`src/rig_pkg.sv`:
```
// rig_pkg: shared types for the reverse-in-groups block
// sequencer state codes and the tag carried beside the memory read data
`timescale 1ns / 1ps

package rig_pkg;

  typedef enum logic {
    S_FILL,
    S_DRAIN
  } state_t;

  // side information for the item held in the memory read register
  typedef struct packed {
    logic valid;
    logic run_last;
    logic list_done;
  } rig_tag_t;

endpackage

```
`src/rig_mem.sv`:
```
// rig_mem: group buffer, one write port and one registered read port
// no package dependency
`timescale 1ns / 1ps

module rig_mem #(
  parameter int DEPTH = 16,
  parameter int AW    = 4
) (
  input  logic          clk,
  input  logic          we,
  input  logic [AW-1:0] waddr,
  input  logic [31:0]   wdata,
  input  logic          re,
  input  logic [AW-1:0] raddr,
  output logic [31:0]   rdata
);

  logic [31:0] mem [DEPTH];

  always_ff @(posedge clk) begin
    if (we) begin
      mem[waddr] <= wdata;
    end
  end

  // read register holds its value while re is low
  always_ff @(posedge clk) begin
    if (re) begin
      rdata <= mem[raddr];
    end
  end

endmodule

```
`src/rig_seq.sv`:
```
// rig_seq: fill counter, group size register and drain sequencer
// uses rig_pkg for the state enum and the read tag struct
`timescale 1ns / 1ps

module rig_seq
  import rig_pkg::*;
#(
  parameter int MAX_GROUP = 16,
  parameter int AW        = 4,
  parameter int CW        = 5
) (
  input  logic          clk,
  input  logic          rst,
  input  logic          cfg_we,
  input  logic [4:0]    cfg_data,
  input  logic          in_valid,
  output logic          in_stall,
  input  logic          end_of_list,
  input  logic          advance,
  output logic          mem_we,
  output logic [AW-1:0] mem_waddr,
  output logic          mem_re,
  output logic [AW-1:0] mem_raddr,
  output rig_tag_t      tag
);

  localparam int KW = (CW > 5) ? CW : 5;

  state_t        state, state_next;
  logic [4:0]    group_size;
  logic [AW-1:0] fill, fill_next;
  logic [CW-1:0] rem, rem_next;
  logic [AW-1:0] ptr, ptr_next;
  logic          reverse, reverse_next;
  logic          eol_flag, eol_flag_next;
  rig_tag_t      tag_next;

  logic [KW-1:0] k;
  logic [CW-1:0] n;
  logic          accept;
  logic          issue;

  // effective group size: zero acts as one, large values saturate
  always_comb begin
    if (group_size == 5'd0) begin
      k = KW'(1);
    end else if (KW'(group_size) > KW'(MAX_GROUP)) begin
      k = KW'(MAX_GROUP);
    end else begin
      k = KW'(group_size);
    end
  end

  assign n        = CW'(fill) + CW'(1);
  assign in_stall = (state != S_FILL);
  assign accept   = in_valid && !in_stall;
  assign issue    = (state == S_DRAIN) && advance && (rem != '0);

  assign mem_we    = accept;
  assign mem_waddr = fill;
  assign mem_re    = issue;
  assign mem_raddr = ptr;

  always_comb begin
    state_next    = state;
    fill_next     = fill;
    rem_next      = rem;
    ptr_next      = ptr;
    reverse_next  = reverse;
    eol_flag_next = eol_flag;
    tag_next      = tag;
    unique case (state)
      S_FILL: begin
        if (accept) begin
          if (KW'(n) >= k || end_of_list) begin
            state_next    = S_DRAIN;
            fill_next     = '0;
            rem_next      = n;
            reverse_next  = (KW'(n) >= k);
            eol_flag_next = end_of_list;
            ptr_next      = (KW'(n) >= k) ? fill : '0;
          end else begin
            fill_next = fill + AW'(1);
          end
        end
      end
      S_DRAIN: begin
        if (issue) begin
          rem_next = rem - CW'(1);
          ptr_next = reverse ? (ptr - AW'(1)) : (ptr + AW'(1));
          if (rem == CW'(1)) begin
            state_next = S_FILL;
          end
        end
      end
      default: begin
        state_next = S_FILL;
      end
    endcase
    // the read stage moves whenever the output register can take it
    if (advance) begin
      tag_next.valid     = issue;
      tag_next.run_last  = issue && (rem == CW'(1));
      tag_next.list_done = issue && (rem == CW'(1)) && eol_flag;
    end
  end

  always_ff @(posedge clk) begin
    if (rst) begin
      state      <= S_FILL;
      fill       <= '0;
      rem        <= '0;
      tag        <= '0;
      group_size <= 5'd2;
    end else begin
      state <= state_next;
      fill  <= fill_next;
      rem   <= rem_next;
      tag   <= tag_next;
      if (cfg_we) begin
        group_size <= cfg_data;
      end
    end
  end

  always_ff @(posedge clk) begin
    ptr      <= ptr_next;
    reverse  <= reverse_next;
    eol_flag <= eol_flag_next;
  end

endmodule

```
`src/rig_out.sv`:
```
// rig_out: output register of the result channel
// uses rig_pkg for the read tag struct
`timescale 1ns / 1ps

module rig_out
  import rig_pkg::*;
(
  input  logic        clk,
  input  logic        rst,
  input  rig_tag_t    tag,
  input  logic [31:0] rdata,
  output logic        advance,
  output logic        out_valid,
  input  logic        out_stall,
  output logic [31:0] out_value,
  output logic        run_last,
  output logic        list_done
);

  assign advance = !out_valid || !out_stall;

  always_ff @(posedge clk) begin
    if (rst) begin
      out_valid <= 1'b0;
    end else if (advance) begin
      out_valid <= tag.valid;
    end
  end

  always_ff @(posedge clk) begin
    if (advance) begin
      out_value <= rdata;
      run_last  <= tag.run_last;
      list_done <= tag.list_done;
    end
  end

endmodule

```
`src/reverse_in_groups_of_k_unit.sv`:
```
// reverse_in_groups_of_k_unit: top level, reverses a list in groups
// instantiates rig_seq, rig_mem and rig_out; uses rig_pkg
//
// Usage
//   Input channel (in_valid / in_stall): one signed 32-bit value per item,
//   end_of_list on the final element. Output channel (out_valid /
//   out_stall): out_value, run_last on the last item of a run, list_done
//   on the last item of the list. cfg_we / cfg_data write group_size.
//   Values are stored one per cycle into the group buffer while in_stall
//   is low. When a group of group_size fills, or the list ends, the
//   buffered run is read back, reversed for a full group and in order
//   for a partial one. The first result of a run passes through the
//   sequencer, the memory read register and the output register after
//   the item that completes it is accepted; the remaining results follow
//   one per cycle while the receiver does not stall. A run is filled and
//   then read out before the next run is taken; in_stall is high while
//   the run is being read out.
//   A stalled receiver freezes the read stage and the output register.
//   Reset clears the fill count and the pipeline and sets group_size to 2.
`timescale 1ns / 1ps

module reverse_in_groups_of_k_unit
  import rig_pkg::*;
#(
  parameter int MAX_GROUP = 16
) (
  input  logic               clk,
  input  logic               rst,
  input  logic               cfg_we,
  input  logic [4:0]         cfg_data,
  input  logic               in_valid,
  output logic               in_stall,
  input  logic signed [31:0] value,
  input  logic               end_of_list,
  output logic               out_valid,
  input  logic               out_stall,
  output logic signed [31:0] out_value,
  output logic               run_last,
  output logic               list_done
);

  localparam int AW = (MAX_GROUP > 1) ? $clog2(MAX_GROUP) : 1;
  localparam int CW = $clog2(MAX_GROUP + 1);

  logic          advance;
  logic          mem_we;
  logic [AW-1:0] mem_waddr;
  logic          mem_re;
  logic [AW-1:0] mem_raddr;
  logic [31:0]   rdata;
  logic [31:0]   out_bits;
  rig_tag_t      tag;

  rig_seq #(
    .MAX_GROUP (MAX_GROUP),
    .AW        (AW),
    .CW        (CW)
  ) u_seq (
    .clk         (clk),
    .rst         (rst),
    .cfg_we      (cfg_we),
    .cfg_data    (cfg_data),
    .in_valid    (in_valid),
    .in_stall    (in_stall),
    .end_of_list (end_of_list),
    .advance     (advance),
    .mem_we      (mem_we),
    .mem_waddr   (mem_waddr),
    .mem_re      (mem_re),
    .mem_raddr   (mem_raddr),
    .tag         (tag)
  );

  rig_mem #(
    .DEPTH (MAX_GROUP),
    .AW    (AW)
  ) u_mem (
    .clk   (clk),
    .we    (mem_we),
    .waddr (mem_waddr),
    .wdata (value),
    .re    (mem_re),
    .raddr (mem_raddr),
    .rdata (rdata)
  );

  rig_out u_out (
    .clk       (clk),
    .rst       (rst),
    .tag       (tag),
    .rdata     (rdata),
    .advance   (advance),
    .out_valid (out_valid),
    .out_stall (out_stall),
    .out_value (out_bits),
    .run_last  (run_last),
    .list_done (list_done)
  );

  assign out_value = signed'(out_bits);

endmodule

```
`config.mk`:
```
export PLATFORM = sky130hd
export DESIGN_NAME = reverse_in_groups_of_k_unit
export DESIGN_NICKNAME = d
export VERILOG_FILES = /design/src/rig_pkg.sv /design/src/rig_mem.sv /design/src/rig_seq.sv /design/src/rig_out.sv /design/src/reverse_in_groups_of_k_unit.sv
export SDC_FILE = /design/constraint.sdc
export NUM_CORES = 1
export LEC_CHECK = 0
export BUFFER_PORTS_ARGS = -buffer_cell sky130_fd_sc_hd__buf_2
export CORE_MARGIN = 2
export CORE_UTILIZATION = 60
export CTS_CLUSTER_DIAMETER = 50
export CTS_CLUSTER_SIZE = 20
export DETAILED_ROUTE_END_ITERATION = 8
export PLACE_DENSITY = 0.77
export SLEW_MARGIN = 20
export SYNTH_ARGS = -nofsm -noshare
export SYNTH_HDL_FRONTEND = slang
export SYNTH_SLANG_ARGS = --single-unit
```
`constraint.sdc`:
```
create_clock -name clk -period 7 [get_ports clk]
set_input_delay 1.4 -clock clk [delete_from_list [all_inputs] [get_ports clk]]
set_output_delay 1.4 -clock clk [all_outputs]
set_load 0.01 [all_outputs]
```
After elaboration in Yosys (flattened, before gate mapping) --
Memories as Yosys holds them, arrays and structs flattened. A register that Yosys moved wholly into a read port is not among the register bits. Index checks and enable logic that the tools add are counted. W data, S select, Z words.
Storage, ports and cells: memories 1, input bits 43, output and inout bits 36, RAM bits 512, register bits 59
Cells by class: add/subtract/negate cells 5, reductions and logical operators 15, muxes and demuxes 20, $lt $le $gt $ge 2, eq/ne operators 4, bitwise gates (word level) 1
Memories:
- u_mem.mem | words 16, bits a word 32, read ports 1, clocked after Yosys merged registers in 1, write ports 1, RTL line rig_mem.sv:18 | logic [31:0] mem [DEPTH];
Operators with widths (count):
- $mux W5 | 5
- $mux W4 | 6
- $pmux W5 S2 | 1
- $add A4 B1 Y4 const B | 2
- $pmux W4 S2 | 1
- $mux W1 | 6
- $reduce_and A3 Y1 | 2
- $add A4 B1 Y5 const B | 1
- $eq A5 B1 Y1 const B | 1
- $ge A5 B5 Y1 | 1
- $gt A5 B5 Y1 const B | 1
- $logic_and A1 B1 Y1 | 5
- $logic_not A5 Y1 | 1
- $reduce_bool A5 Y1 | 1
- $sub A5 B1 Y5 const B | 1
- $ne A2 B2 Y1 const B | 2
- $sub A4 B1 Y4 const B | 1
- $logic_not A1 Y1 | 3
- $logic_or A1 B1 Y1 | 2
- $ne A2 B1 Y1 const B | 1
- $pmux W1 S2 | 1
- $reduce_and A2 Y1 | 1
- $not A1 Y1 | 1

Logic depth before layout (Yosys ltp) --
word-level depth 8, mapped depth 10, depth with buffers taken out 9

Cells and area by module --
A second synthesis with hierarchy kept.
Unflattened totals: cells, all modules 1033, area, all modules 22602.9 µm²
Modules (own cells, without submodules):
- rig_mem | seq. area each 16335.7 µm², area each 20155.6 µm², times used 1, cells each 838
- rig_seq | seq. area each 540.5 µm², area each 1393.8 µm², times used 1, cells each 157
- rig_out | seq. area each 1041.0 µm², area each 1053.5 µm², times used 1, cells each 38

Worst setup path before layout --
No wires, ideal clock.
kind input -> register, start point in out_stall, end point reg u_seq.ptr[0] (netlist: u_seq.mem_raddr[0]), enable pin, stages 3, path buffers 0, library setup time 333 ps, slack 3100 ps, arrival time 3567 ps, cell sequence a221oi_2 > nor2_2 > nor2_1
On the way: longest elaborated chain between the ends 6
RTL lines:
- start: declaration | RTL line reverse_in_groups_of_k_unit.sv:36 | input logic out_stall,
- $logic_not A1 Y1 | RTL line rig_out.sv:20 | assign advance = !out_valid || !out_stall;
- $logic_or A1 B1 Y1 | RTL line rig_out.sv:20
- $logic_and A1 B1 Y1 (2 in a row) | RTL line rig_seq.sv:57 | assign issue = (state == S_DRAIN) && advance && (rem != '0);
- $ne A2 B2 Y1 (no source line)
- $reduce_and A3 Y1 (no source line)
- end signal: assignment | RTL line rig_seq.sv:127 | ptr <= ptr_next;
- end: declaration | RTL line rig_seq.sv:33 | logic [AW-1:0] ptr, ptr_next;
Every way passes these cells. A chain may end at the register's enable or synchronous reset.

==> flow_metrics.tcl <==
set metrics [dict create \
    die_w_um 199 \
    r2r_start "u_seq.mem_raddr[0]" \
    cp_cell_sequence "buf_12, buf_16, mux4_1, mux4_2" \
    powerDensity_mw_per_mm2 289 \
    wire_per_inst_um 26.8 \
    drt-total-wl_um 42500 \
    slew_violations 0 \
    area_growth_pct 10.3 \
    hold_viol_final 0 \
    synth_top_area_share_pct 76.9 \
    worstSetupEndpointType "flop" \
    grt_max_degree 131 \
    core_mm2 0.0376 \
    tightest_slew_ns 1.10 \
    io_buffer_count 78 \
    required_ns 7.30 \
    fin_worst_skew_ns 0.0129 \
    syn-cell-area_mm2 0.0228 \
    syn_avg_cell_area_um2 23.7 \
    cts_tree "built" \
    synth_cell_types 43 \
    cts.sinks 603 \
    period_share_pct 45.9 \
    avgViaCountPerCell 6.31 \
    cp-start-kind "flop" \
    grt.total_usage_pct 22.4 \
    cts_buffers 44 \
    post-cts-setup-buffers 0 \
    syn_inst 962 \
    final_core_util_pct 66.9 \
    finalSetupViolCount 0 \
    vias 10000 \
    initial_core_util_pct 60.7 \
    hp-class "flop to flop" \
    arrival_ns 3.51 \
    grt_pass1_vias 10200 \
    std_cell_rows 71 \
    yosysWarnings 0 \
    synth-edff-count 584 \
    io_pins 79 \
    chipHeight_um 199 \
    async_reset_ff_share_pct 0 \
    cts_root_buf "clkbuf_16" \
    drt-initial-drc-count 1222 \
    first_pass_iters 5 \
    place.gp.congestion 0.793 \
    critPathLaunch "u_seq.mem_raddr[0]" \
    cts_max_level 2 \
    route.detailed.drc 0 \
    clk_pin_slew_ns 0.07 \
    ys_seq_elements 603 \
    ys.flop_type "edfxtp_1" \
    synth_nets 1020 \
    insertion_delay_ns 0.55 \
    hpwl_um 21900 \
    path_class "flop to flop" \
    ctsResizeCount 0 \
    clock_path_buffers 3 \
    synth_top_cell_by_area "edfxtp_1" \
    period_minus_slack_ns 3.21 \
    power.total_mw 7.26 \
    fmax_mhz 311 \
    cpMaxStageDelayCell "edfxtp_1" \
    holdBufCountCts 0 \
    synth_area_leaders "edfxtp_1 77%, mux4_2 15%, dfxtp_1 1.7%" \
    min-delay-start "u_mem.rdata[14]" \
    rsz0062_at_grt "false" \
    route.antenna.remaining_nets 0 \
    cap_violations 0 \
    n_antenna_cell 0 \
    die-area_mm2 0.0396 \
    max-vdd-ir-drop_mv 0.186 \
    path_max_fanout 70 \
    grt_pass1_wl_um 64100 \
    drive_gt1_share_pct 30.7 \
    cp_slowest_stage_delay_ns 0.83 \
    overflow 0 \
    antenna_found_initial 1 \
    setup-tns-final_ns 0 \
    status "finished, final reports clean" \
    layout.nets 1105 \
    max-slew-margin-rel_pct 26.4 \
    yosysSeqAreaShare_pct 78.6 \
    p_leak_nw 8.00 \
]
[sequential cells by signal, summed over array words and instances (netlist names), 3 cells and up]
register,flops
u_seq.mem_waddr,4
u_seq.rem,5
u_out.out_value,32
u_seq.group_size,5
u_mem.rdata,32
u_seq.mem_raddr,4
u_seq.tag,3
u_mem.mem,512
[stage by stage]
stage          hold slack (ns)  area [um2]  instances  setup slack [ns]
6_report                 0.420       25100       1587              3.79
4_1_cts                  0.423       25100       1586              3.55
5_1_grt                  0.422       25100       1587              3.52
3_3_place_gp             0.401       23700       1511              3.58
2_1_floorplan            0.400       22800        962              3.10
3_5_place_dp             0.405       23700       1511              3.52
[synth_stat cells, types with 6 or more instances]
cell / instances
edfxtp_1: 584
mux4_1: 6
ha_1: 14
a21oi_1: 10
nand3_1: 8
dfxtp_1: 19
nor2_1: 20
o21ai_0: 10
mux4_2: 154
and2_1: 11
inv_1: 11
buf_2: 8
buf_6: 10
buf_1: 11
clkbuf_1: 16
nand2_1: 17
[where the power goes]
| part | leakage (nW) | switching (mW) | total (mW) | internal (mW) |
|---|---|---|---|---|
| Sequential | 5.49 | 0.0313 | 4.07 | 4.04 |
| Combinational | 1.83 | 0.324 | 0.623 | 0.300 |
| Clock | 0.691 | 1.24 | 2.56 | 1.32 |
| Total | 8.00 | 1.59 | 7.26 | 5.67 |
[worst max-delay path: cells and delay by family (launching register included)]
family                 cells  cell delay [ns]
buffers and inverters      2             0.87
flip-flops                 1             0.83
multiplexers               2             1.15
[worst paths after layout]
check | end | slack, ns | cells after the start
hold reg to reg | u_out.out_value[14] | 0.42 | 0
setup reg to reg | u_mem.rdata[13] | 3.79 | 4
hold / removal | u_out.out_value[14] | 0.42 | 0
setup / recovery | u_mem.rdata[13] | 3.79 | 4
[per-layer routing]
layer	GRT usage [%]	wire length, um	up-vias	part of all wire (%)
met5	0	14	-	0.033
met4	4.56	652	2	1.5
met3	3.07	2420	56	5.7
met2	37.0	21800	387	51
met1	32.9	17600	5314	41
li1	-	-	4248	-
[final cells by class]
| type | instances | area [um2] |
|---|---|---|
| clock buffers | 47 | 1130 |
| multi-input cells | 301 | 4610 |
| fillers | 2262 | 12400 |
| inverters | 12 | 45.0 |
| clock inverters | 28 | 308 |
| flip-flops and latches | 603 | 17900 |
| repair buffers | 85 | 488 |
| well taps | 511 | 639 |
[cells in the final DEF, fill, tap and decap left out, types with 3 or more instances in the layout]
master      Yosys  final
clkinv_1        1      3
o21ai_0        10     10
o311ai_0        3      3
mux2i_1         5      5
nand2_1        17     16
inv_1          11     11
clkinv_2        0      3
mux4_2        154    154
ha_1           14     14
o41ai_1         3      3
edfxtp_1      584    584
dfxtp_1        19     19
a21oi_1        10     10
xnor2_1         3      3
and3_2          0      4
nand3_1         8      8
buf_4           0      4
bufinv_16       0      3
buf_2           8     78
clkbuf_16       0     45
and2_2          0      8
clkinvlp_4      0      6
and4_2          0      3
inv_6           0      7
inv_8           0      5
nor3_1          4      4
mux4_1          6      6
nor2_1         20     19
and2_1         11      3
nor2b_1         3      3
[cells by family after synthesis]
kind of cell / count (synthesis) / synth area share [%]
flip-flops: 603 / 78.6
buffers and inverters: 58 / 1.40
multiplexers: 165 / 16.1
AND/OR/NAND/NOR: 77 / 1.68
AO/OA/AOI/OAI: 39 / 1.15
XOR/XNOR: 5 / 0.192
adder cells (fa/ha/maj): 15 / 0.856
(Power assumes the default switching activity.)
